$ cat src/design/css_pkg.sv
// ----------------------------------------------------------------------------
// css_pkg: shared types and constants of the comment/string stripper
// Marker packing, payload structs, parser state and the suffix match.
// ----------------------------------------------------------------------------
package css_pkg;

	localparam int MARK_LEN  = 3;              // longest marker, in characters
	localparam int CHAR_BITS = 16;             // bits compared per character
	localparam int HOLD      = MARK_LEN - 1;   // characters held back in code

	// Commands
	localparam logic [1:0] CMD_CHAR  = 2'd0;
	localparam logic [1:0] CMD_EOL   = 2'd1;
	localparam logic [1:0] CMD_RESET = 2'd2;

	// Parser modes
	localparam logic [1:0] MODE_CODE  = 2'd0;
	localparam logic [1:0] MODE_LINE  = 2'd1;
	localparam logic [1:0] MODE_BLOCK = 2'd2;
	localparam logic [1:0] MODE_STR   = 2'd3;

	// Configuration register indexes
	localparam logic [2:0] REG_LINE_MARKER = 3'd0;
	localparam logic [2:0] REG_BLOCK_OPEN  = 3'd1;
	localparam logic [2:0] REG_BLOCK_CLOSE = 3'd2;
	localparam logic [2:0] REG_QUOTE_A     = 3'd3;
	localparam logic [2:0] REG_ESCAPE_A    = 3'd4;
	localparam logic [2:0] REG_QUOTE_B     = 3'd5;
	localparam logic [2:0] REG_ESCAPE_B    = 3'd6;

	typedef logic [2:0][15:0] win_t;
	typedef logic [1:0][15:0] hist_t;

	// Same layout as the 50-bit register: length on top, character 0 lowest
	typedef struct packed {
		logic [1:0]  len;
		win_t        ch;
	} mark_t;

	typedef struct packed {
		mark_t line_marker;
		mark_t block_open;
		mark_t block_close;
		mark_t quote_a;
		mark_t escape_a;
		mark_t quote_b;
		mark_t escape_b;
	} cfg_set_t;

	typedef struct packed {
		logic [1:0]  cmd;
		logic [15:0] in_char;
	} item_t;

	typedef struct packed {
		logic        kind;
		logic [15:0] out_char;
		logic        comment_seen;
		logic        last;
	} result_t;

	typedef struct packed {
		logic [1:0] mode;
		hist_t      hist;
		logic [1:0] hcnt;
		logic       pair;
		logic       seen;
	} state_t;

	localparam state_t STATE_RST = '{mode: MODE_CODE, hist: '0, hcnt: 2'd0,
		pair: 1'b0, seen: 1'b0};

	typedef struct packed {
		logic        kind;
		logic [15:0] ch;
	} ent_t;

	typedef struct packed {
		state_t          nxt;
		logic [1:0]      cnt;
		logic [2:0][16:0] ent;
	} step_out_t;

	// True when marker m ends at the last of the n window characters
	function automatic logic suffix_match(mark_t m, win_t win, logic [1:0] n);
		logic       hit;
		logic [1:0] idx;
		hit = (m.len != 2'd0) && (m.len <= n);
		for (int i = 0; i < MARK_LEN; i++) begin
			idx = n - m.len + 2'(i);
			if (2'(i) < m.len && idx < 2'(MARK_LEN)) begin
				if (m.ch[i][CHAR_BITS-1:0] != win[idx][CHAR_BITS-1:0])
					hit = 1'b0;
			end
		end
		return hit;
	endfunction

endpackage

$ cat src/design/css_step.sv
// ----------------------------------------------------------------------------
// css_step: next-state and result logic for one event
// Combinational; gives up to three results and the parser state after them.
// ----------------------------------------------------------------------------
module css_step (
	input  css_pkg::item_t     item,
	input  css_pkg::state_t    st,
	input  css_pkg::cfg_set_t  cfg,
	output css_pkg::step_out_t so
);

	css_pkg::win_t     win;
	css_pkg::hist_t    tail_h;
	logic [1:0]        tail_n;
	logic [1:0]        n;
	logic              m_line, m_blk, m_qa, m_qb, m_close, m_q, m_e;
	logic [1:0]        mlen;
	css_pkg::ent_t     ent [3];

	always_comb begin
		n      = st.hcnt + 2'd1;
		win[2] = item.in_char;
		win[1] = (st.hcnt == 2'd2) ? st.hist[1] : item.in_char;
		win[0] = (st.hcnt == 2'd0) ? item.in_char : st.hist[0];

		m_line  = css_pkg::suffix_match(cfg.line_marker, win, n);
		m_blk   = css_pkg::suffix_match(cfg.block_open, win, n);
		m_qa    = css_pkg::suffix_match(cfg.quote_a, win, n);
		m_qb    = css_pkg::suffix_match(cfg.quote_b, win, n);
		m_close = css_pkg::suffix_match(cfg.block_close, win, n);
		m_q     = css_pkg::suffix_match(st.pair ? cfg.quote_b : cfg.quote_a, win, n);
		m_e     = css_pkg::suffix_match(st.pair ? cfg.escape_b : cfg.escape_a, win, n);
		mlen    = m_line ? cfg.line_marker.len : cfg.block_open.len;

		// Keep the newest characters, at most HOLD of them
		if (n > 2'(css_pkg::HOLD)) begin
			tail_h = {win[2], win[1]};
			tail_n = 2'(css_pkg::HOLD);
		end else begin
			tail_h = {win[1], win[0]};
			tail_n = n;
		end

		so.nxt = st;
		so.cnt = 2'd0;
		for (int i = 0; i < 3; i++)
			ent[i] = '{kind: 1'b0, ch: win[i]};

		unique case (item.cmd)
			css_pkg::CMD_CHAR: begin
				unique case (st.mode)
					css_pkg::MODE_CODE: begin
						if (m_line || m_blk) begin
							so.cnt      = n - mlen;
							so.nxt.seen = 1'b1;
							so.nxt.mode = m_line ? css_pkg::MODE_LINE : css_pkg::MODE_BLOCK;
							so.nxt.hist = '0;
							so.nxt.hcnt = 2'd0;
						end else if (m_qa || m_qb) begin
							so.cnt      = n;
							so.nxt.pair = !m_qa;
							so.nxt.mode = css_pkg::MODE_STR;
							so.nxt.hist = '0;
							so.nxt.hcnt = 2'd0;
						end else begin
							// Release the oldest character once the window is full
							so.cnt      = (n > 2'(css_pkg::HOLD)) ? 2'd1 : 2'd0;
							so.nxt.hist = tail_h;
							so.nxt.hcnt = tail_n;
						end
					end
					css_pkg::MODE_LINE: ;
					css_pkg::MODE_BLOCK: begin
						so.nxt.seen = 1'b1;
						if (m_close) begin
							so.nxt.mode = css_pkg::MODE_CODE;
							so.nxt.hist = '0;
							so.nxt.hcnt = 2'd0;
						end else begin
							so.nxt.hist = tail_h;
							so.nxt.hcnt = tail_n;
						end
					end
					css_pkg::MODE_STR: begin
						so.cnt    = 2'd1;
						ent[0].ch = item.in_char;
						if (m_q && !m_e) begin
							so.nxt.mode = css_pkg::MODE_CODE;
							so.nxt.hist = '0;
							so.nxt.hcnt = 2'd0;
						end else begin
							so.nxt.hist = tail_h;
							so.nxt.hcnt = tail_n;
						end
					end
				endcase
			end
			css_pkg::CMD_EOL: begin
				// Flush held characters in code, then mark the line end
				so.cnt = (st.mode == css_pkg::MODE_CODE) ? st.hcnt : 2'd0;
				ent[so.cnt] = '{kind: 1'b1, ch: 16'd0};
				so.cnt = so.cnt + 2'd1;
				if (st.mode == css_pkg::MODE_LINE)
					so.nxt.mode = css_pkg::MODE_CODE;
				so.nxt.hist = '0;
				so.nxt.hcnt = 2'd0;
			end
			css_pkg::CMD_RESET: begin
				so.nxt = css_pkg::STATE_RST;
			end
			default: ;
		endcase

		for (int i = 0; i < 3; i++)
			so.ent[i] = ent[i];
	end

endmodule

$ cat src/design/comment_string_stripper_core.sv
// ----------------------------------------------------------------------------
// comment_string_stripper_core: source comment stripper
// Removes line and block comments from a stream of character events.
// ----------------------------------------------------------------------------
// Usage:
//  - src channel (src_valid/src_stall/src_data) takes one event per transfer:
//    a character, an end of line or a parser reset.
//  - dst channel (dst_valid/dst_stall/dst_data) gives the kept characters and
//    line-end marks; last flags the final result of an event.
//  - cfg channel (cfg_valid/cfg_ready/cfg_index/cfg_data) writes the seven
//    marker registers; it is always ready. Write only while the block is idle.
//  - Each event passes through the input register and then the result
//    register before its first result is on dst. An event gives 0 to 3
//    results, which leave one per transfer on the single result port, so
//    while dst_stall is low the block takes one event per cycle for events
//    with at most one result; an event with more results waits in the
//    input register until the result register can take its batch.
//  - Reset clears the parser state, all marker registers and both channels.
//  - While dst_stall is high the result register holds; the input register
//    keeps taking one more event, then src_stall rises once it must wait.
// ----------------------------------------------------------------------------
module comment_string_stripper_core (
	input  logic              clk,
	input  logic              arst_n,
	input  logic              src_valid,
	output logic              src_stall,
	input  css_pkg::item_t    src_data,
	output logic              dst_valid,
	input  logic              dst_stall,
	output css_pkg::result_t  dst_data,
	input  logic              cfg_valid,
	output logic              cfg_ready,
	input  logic [2:0]        cfg_index,
	input  logic [49:0]       cfg_data
);

	css_pkg::cfg_set_t  cfg_q;
	css_pkg::state_t    state_q;
	css_pkg::item_t     item_s1;
	logic               valid_s1;
	css_pkg::result_t   res_q [3];
	logic [1:0]         rem_q;
	css_pkg::step_out_t so;
	logic               take;
	logic               free;
	logic               advance;
	logic               src_xfer;

	assign cfg_ready = 1'b1;

	// Marker registers
	always_ff @(posedge clk or negedge arst_n) begin
		if (!arst_n) begin
			cfg_q <= '0;
		end else if (cfg_valid && cfg_ready) begin
			unique case (cfg_index)
				css_pkg::REG_LINE_MARKER: cfg_q.line_marker <= cfg_data;
				css_pkg::REG_BLOCK_OPEN:  cfg_q.block_open  <= cfg_data;
				css_pkg::REG_BLOCK_CLOSE: cfg_q.block_close <= cfg_data;
				css_pkg::REG_QUOTE_A:     cfg_q.quote_a     <= cfg_data;
				css_pkg::REG_ESCAPE_A:    cfg_q.escape_a    <= cfg_data;
				css_pkg::REG_QUOTE_B:     cfg_q.quote_b     <= cfg_data;
				css_pkg::REG_ESCAPE_B:    cfg_q.escape_b    <= cfg_data;
				default: ;
			endcase
		end
	end

	css_step u_step (
		.item (item_s1),
		.st   (state_q),
		.cfg  (cfg_q),
		.so   (so)
	);

	// Result register drains one entry per transfer
	assign dst_valid = (rem_q != 2'd0);
	assign dst_data  = res_q[0];
	assign take      = dst_valid && !dst_stall;
	// The result register can take a new batch when it is empty or empties this cycle
	assign free      = (rem_q == 2'd0) || (rem_q == 2'd1 && take);
	// An event with no results never waits for the result register
	assign advance   = valid_s1 && (so.cnt == 2'd0 || free);
	assign src_stall = valid_s1 && !advance;
	assign src_xfer  = src_valid && !src_stall;

	// Input register
	always_ff @(posedge clk or negedge arst_n) begin
		if (!arst_n) begin
			valid_s1 <= 1'b0;
		end else if (src_xfer) begin
			valid_s1 <= 1'b1;
		end else if (advance) begin
			valid_s1 <= 1'b0;
		end
	end

	always_ff @(posedge clk) begin
		if (src_xfer)
			item_s1 <= src_data;
	end

	// Parser state advances with each event that leaves the input register
	always_ff @(posedge clk or negedge arst_n) begin
		if (!arst_n) begin
			state_q <= css_pkg::STATE_RST;
		end else if (advance) begin
			state_q <= so.nxt;
		end
	end

	// Result count
	always_ff @(posedge clk or negedge arst_n) begin
		if (!arst_n) begin
			rem_q <= 2'd0;
		end else if (advance && so.cnt != 2'd0) begin
			rem_q <= so.cnt;
		end else if (take) begin
			rem_q <= rem_q - 2'd1;
		end
	end

	// Result entries: load a batch, or shift toward the head on a transfer
	always_ff @(posedge clk) begin
		if (advance && so.cnt != 2'd0) begin
			for (int i = 0; i < 3; i++) begin
				res_q[i].kind         <= so.ent[i][16];
				res_q[i].out_char     <= so.ent[i][15:0];
				res_q[i].comment_seen <= so.nxt.seen;
				res_q[i].last         <= (2'(i) + 2'd1 == so.cnt);
			end
		end else if (take) begin
			res_q[0] <= res_q[1];
			res_q[1] <= res_q[2];
		end
	end

endmodule
$ cat config.mk
export PLATFORM = sky130hd
export DESIGN_NAME = comment_string_stripper_core
export DESIGN_NICKNAME = d
export VERILOG_FILES = /design/src/design/css_pkg.sv /design/src/design/css_step.sv /design/src/design/comment_string_stripper_core.sv
export SDC_FILE = /design/constraint.sdc
export NUM_CORES = 2
export LEC_CHECK = 0
export ABC_AREA = 1
export BUFFER_PORTS_ARGS = -buffer_cell sky130_fd_sc_hd__buf_2
export CAP_MARGIN = 30
export CORE_UTILIZATION = 40
export CTS_CLUSTER_SIZE = 40
export DETAILED_ROUTE_END_ITERATION = 16
export GPL_ROUTABILITY_DRIVEN = 0
export PLACE_DENSITY_LB_ADDON = 0.15
export SETUP_SLACK_MARGIN = 0.4
export SYNTH_ARGS = -nofsm -noshare
export SYNTH_HDL_FRONTEND = slang
export SYNTH_SLANG_ARGS = --single-unit
$ cat constraint.sdc
create_clock -name clk -period 9.9 [get_ports clk]
set_input_delay 1.98 -clock clk [delete_from_list [all_inputs] [get_ports clk]]
set_output_delay 1.98 -clock clk [all_outputs]
set_load 0.005 [all_outputs]
Word level (Yosys, flattened, before mapping) --
Memory sizes are Yosys's and may differ from the RTL's. Index checks and enable logic that the tools add are counted.
Operators by class: equal/unequal tests 45, $add $sub $neg 25, multiplexer cells 131, reduce and logical (&&, ||, !) cells 74, $lt $le $gt $ge 73, bitwise logic cells 5
Operators by type and width (number):
- $bmux W16 S2 | 21
- $mux W16 | 24
- $ne A16 B16 Y1 | 21
- $pmux W36 S3 | 2
- $mux W34 | 4
- $mux W50 | 2
- $lt A2 B3 Y1 const B | 21
- $mux W1 | 55
- $and A48 B48 Y48 | 1
- $not A48 Y48 | 1
- $lt A2 B2 Y1 const B | 21
- $mux W19 | 2
- $logic_and A1 B1 Y1 | 36
- $mux W36 | 1
- $demux W17 S2 | 1
- $mux W32 | 1
- $pmux W16 S2 | 1
- $lt A1 B2 Y1 const A | 14
- $mux W2 | 12
- $reduce_bool A2 Y1 | 12
- $add A2 B1 Y2 const B | 9
- $mux W17 | 1
- $sub A2 B2 Y2 | 8
- $add A2 B2 Y2 const B | 7
- other kinds (31) | 75
Word-level totals: flip-flop bits (word level) 409, memories 1, output and inout bits 22, bits of input ports 76, memory bits (writable) 57, word-level logic and storage cells 392
Memory list:
- res_q | words 3, bits a word 19, rd ports 3, clocked after Yosys merged registers in 0, write ports 3, RTL line comment_string_stripper_core.sv:41 | css_pkg::result_t res_q [3];

Depth between registers and ports, before layout --
depth after elaboration 24, depth in mapped cells 32, depth with buffers taken out 29

Cells and area by module --
From an unflattened synthesis, not the netlist that was laid out.
Unflattened totals: cell total of the unflattened synthesis 6090, area, all modules 37653.6 um^2
Modules (own cells, without submodules):
- css_step | area each 20553.5 um^2, cells each 4480, times used 1
- comment_string_stripper_core | area each 17100.2 um^2, cells each 1610, times used 1

Worst setup path before layout --
OpenSTA, ideal clock, no wires.
kind register to output, start point reg state_q[2] in the netlist's numbering, end point out src_stall, arrival 4611 ps, stages on the path, launching flop included 28, slack 3309 ps, required time 7920 ps, cell sequence dfrtp_1 > inv_1 > ha_1 > fa_1 > ha_1 > inv_1 > nor2_2 > buf_2 > nand3_1 > nand4_1 > nand2_1 > nor2_1 > nand2_1 > nor2_1 > nand2_1 > a21oi_1 > nand3_1 > nand2_1 > o21ai_0 > ha_1 > xnor2_1 > inv_1 > nand3_1 > nand3_1 > a21oi_4 > nand3_4 > nand3_1 > inv_1
Between the ends: cells in the longest elaborated chain, start to end 21
Ends and longest elaborated chain:
- start: declaration | RTL line comment_string_stripper_core.sv:38 | css_pkg::state_t state_q;
- start signal: assignment | RTL line comment_string_stripper_core.sv:106 | state_q <= css_pkg::STATE_RST;
- start signal: assignment | RTL line comment_string_stripper_core.sv:108 | state_q <= so.nxt;
- branches (longest 15 deep; another with $add A2 B1 Y2)
- $pmux W2 S2 * | RTL line css_step.sv:49 | unique case (item.cmd)
- $logic_not A2 Y1 * | RTL line comment_string_stripper_core.sv:83 | assign advance = valid_s1 && (so.cnt == 2'd0 || free);
- $logic_or A1 B1 Y1 * | RTL line comment_string_stripper_core.sv:83
- $logic_and A1 B1 Y1 * | RTL line comment_string_stripper_core.sv:83
- $logic_not A1 Y1 * | RTL line comment_string_stripper_core.sv:84 | assign src_stall = valid_s1 && !advance;
- $logic_and A1 B1 Y1 * | RTL line comment_string_stripper_core.sv:84
- end: declaration | RTL line comment_string_stripper_core.sv:26 | output logic src_stall,
Every way passes the cells marked *. The select of a mux whose other input is x is not followed.

Worst setup path after layout --
Same ends and word-level chain as after synthesis.

==> results.tsv <==
stage	metric	value	unit
clock_tree	worstSkewPairLatency	0.64	ns
clock_tree	cts.clk_slew.worst_paths	0.06	ns
sta	worst_pin_slew	1.05	ns
layout	regArea	0.0120	mm2
synthesis	synthFlopType	dfrtp_1	
sta	slew_violations	0	
global_routing	grt_pass1_vias	32500	
sta	slew_headroom	0.297	
die	ios	98	
synthesis	netlist_top_cells_area	dfrtp_1 29%, nand2_1 19%, o21ai_0 11%	
pwr	power.total	16.7	mW
critical_path	path_class	flop to output pin	
layout	drive_gt1_frac	0.0720	
critical_path	endpoint_kind	output pin	
critical_path	cp_common_cell	nand3_1	
global_routing	grt_usage	0.349	
critical_path	cp_slowest_stage_delay	0.85	ns
placed_design	dp.cells	6116	
sta	fmax	112	MHz
sta	setup_viol	0	
sta	clock-skew-final	0.0244	ns
drt	postRouteAntennaNets	0	
placed_design	port-buffer-count	96	
clock_tree	ctsHtreeMaxLevel	2	
synthesis	ys_ff_latch	466	
critical_path	cp_max_fo	39	
drt	vias	36000	
clock_tree	post_cts_buffers	0	
die	dieArea	0.0865	mm2
synthesis	syn_avg_cell_area	6.65	um2
layout	fin_cells	6226	
clock_tree	cts_num_sinks	466	
clock_tree	cts_resized	0	
global_routing	grt_overflow	0	
drt	firstDrtPassIters	10	
synthesis	synth_nets	5269	
sta	period_share	0.899	
layout	multiInputGateArea	0.0191	mm2
critical_path	start_kind	flop	
synthesis	synth_top_area_cell	dfrtp_1	
global_routing	grt_pass1_wl	221000	um
run	cap_violations	0	
layout	nets	5176	
drt	drt_iter0_markers	5040	
sta	whs	0.482	ns
die	core_area	0.0841	mm2
die	chipHeight	294	um
run_status	status	finished clean	
pwr	ir_drop	0.000254	V
synthesis	synth_edf_count	75	
placed_design	dpl.hpwl	107000	um
synthesis	yosysSeqAreaShare	0.352	
drt	wl_per_cell	24.6	um
clock_tree	cts_buffer_depth	3	
global_routing	antenna_found_initial	19	
clock_tree	cts-buffers-inserted	55	
synthesis	yosysWarnings	0	
synthesis	synthDistinctLibCells	47	
synthesis	async_flop_share	0.839	
die	start_util	0.406	
synthesis	synthCells	5133	
synthesis	syn_area	0.0341	mm2
drt	vias_per_cell	5.78	
placed_design	dp_slack	1.69	ns
clock_tree	cts_tree	built	
hold_path	min_path_type	flop to flop	
layout	area_delta_synth_final	9.35	%
drt	drcViolationCount	0	
clock_tree	cts-root-buf	clkbuf_16	
die	rows	106	
die	chipWidth	294	um
critical_path	cp_slowest_cell	dfrtp_1	
layout	nFillCells	8866	
sta	fin_ws	0.996	ns
critical_path	critPathArrivalTime	6.92	ns
drt	routed_wl	153000	um
sta	finalHoldViolations	0	
synthesis	synth_top_area_share	0.287	
sta	rsz0062_at_grt	no	
global_routing	grt_max_degree	142	
pwr	power.leakage	18.5	nW
clock_tree	holdBufCountCts	0	
critical_path	crit_required	7.92	ns
sta	tns	0	ns
pwr	power.density	447	mW/mm2
sta	fin_crit	8.90	ns
-- path summary, 6_finish.rpt --
path	from	to	slack, ns	cells past startpoint
worst min register to register	cfg_q[148]	cfg_q[148]	0.48	2
worst max-delay path	state_q[2]	src_stall	1.0	30
worst min-delay path	cfg_q[148]	cfg_q[148]	0.48	2
worst max register to register	state_q[2]	res_q[0][46]	2.44	28
max in group asynchronous	arst_n	cfg_q[25]	7.14	2
min in group asynchronous	arst_n	cfg_q[55]	1.35	1
-- critical path, delay by kind of cell (launching register included) --
family / cells / cell delay (ns)
AOI/OAI and AO/OA: 3 / 0.55
xor gates and xnor gates: 1 / 0.20
adders and majority gates: 4 / 1.37
buffers and inverters: 7 / 1.54
DFF: 1 / 0.85
and+or+nand+nor: 15 / 1.76
-- where the power goes --
group          switching (mW)  leakage (nW)  total, mW  internal [mW]
logic                    8.14          11.9       11.7           3.54
registers               0.374          5.67       2.79           2.41
clock network           0.906         0.950       2.23           1.33
total                    9.42          18.5       16.7           7.29
-- Yosys cell counts (2+ instances only) --
library cell / count
xnor2_1: 73
nor2_2: 4
nor2_1: 219
nand2_2: 36
clkbuf_1: 212
o32ai_1: 10
buf_4: 28
nand3_1: 612
clkinv_1: 5
nand2_1: 1748
inv_2: 21
fa_1: 7
mux2i_1: 49
o21ai_1: 27
nand2_4: 12
nand3b_1: 42
edfxtp_1: 75
dfrtp_1: 391
a21boi_0: 3
xor2_1: 61
inv_1: 390
buf_2: 62
nand3_4: 3
buf_1: 14
o21ai_0: 722
nand4_1: 86
nor3_1: 10
o21a_1: 2
o211ai_1: 6
inv_4: 2
buf_6: 9
o221ai_1: 32
o22ai_1: 4
ha_1: 53
a21oi_1: 91
-- per-stage QoR --
stage | utilization | area (um2)
5_1_grt | 0.444 | 37300
2_1_floorplan | - | 34100
6_report | 0.444 | 37300
4_1_cts | 0.444 | 37300
3_5_place_dp | 0.420 | 35300
3_3_place_gp | 0.419 | 35200
-- logic make-up after synthesis --
group	Yosys count	share of synthesized area
mux	49	0.0144
fa+ha+maj	60	0.0235
other cells	1	0.000110
compound gates	901	0.138
buf+inv	745	0.0902
flops	466	0.352
simple gates	2777	0.347
xor+xnor	134	0.0344
-- cell usage in the layout (no fill, tap or decap), drive strengths merged --
| cell type | instances |
|---|---|
| buf | 177 |
| inv | 417 |
| clkbuf | 73 |
| o221ai | 32 |
| diode | 6 |
| a22oi | 1 |
| or2 | 1 |
| o21ai | 749 |
| nor4 | 1 |
| xnor2 | 73 |
| o32ai | 10 |
| a21boi | 3 |
| edfxtp | 75 |
| o21bai | 1 |
| nor2 | 224 |
| a22o | 1 |
| dfrtp | 391 |
| nand3b | 42 |
| clkinv | 18 |
| bufinv | 9 |
| conb | 1 |
| nand3 | 616 |
| o21a | 2 |
| o211ai | 6 |
| o22ai | 4 |
| nor3 | 10 |
| xor2 | 61 |
| clkinvlp | 4 |
| ha | 53 |
| fa | 7 |
| mux2i | 49 |
| nand4 | 86 |
| nand2 | 1797 |
| a21oi | 92 |
-- layout make-up --
cell class                 instances  area share
multi-input combinational       3922       0.512
sequential                       466       0.322
inverter                         418      0.0422
clock buffer                      73      0.0411
tap                             1134      0.0380
timing repair buffer             177      0.0329
clock inverter                    30      0.0113
antenna                            6    0.000402
-- registers in the layout, summed over array words and instances (netlist names) --
signal    flops
cfg_q       350
rem_q         2
valid_s1      1
state_q      38
res_q        57
item_s1      18
-- metal layers --
metal | share of wire | track usage | wire length (um)
met5 | 0.00028 | 0 | 43
met4 | 0.068 | 0.198 | 10400
met3 | 0.12 | 0.0998 | 18500
met2 | 0.41 | 0.510 | 63400
met1 | 0.40 | 0.460 | 60800
Power figures use the tool's default switching activity.
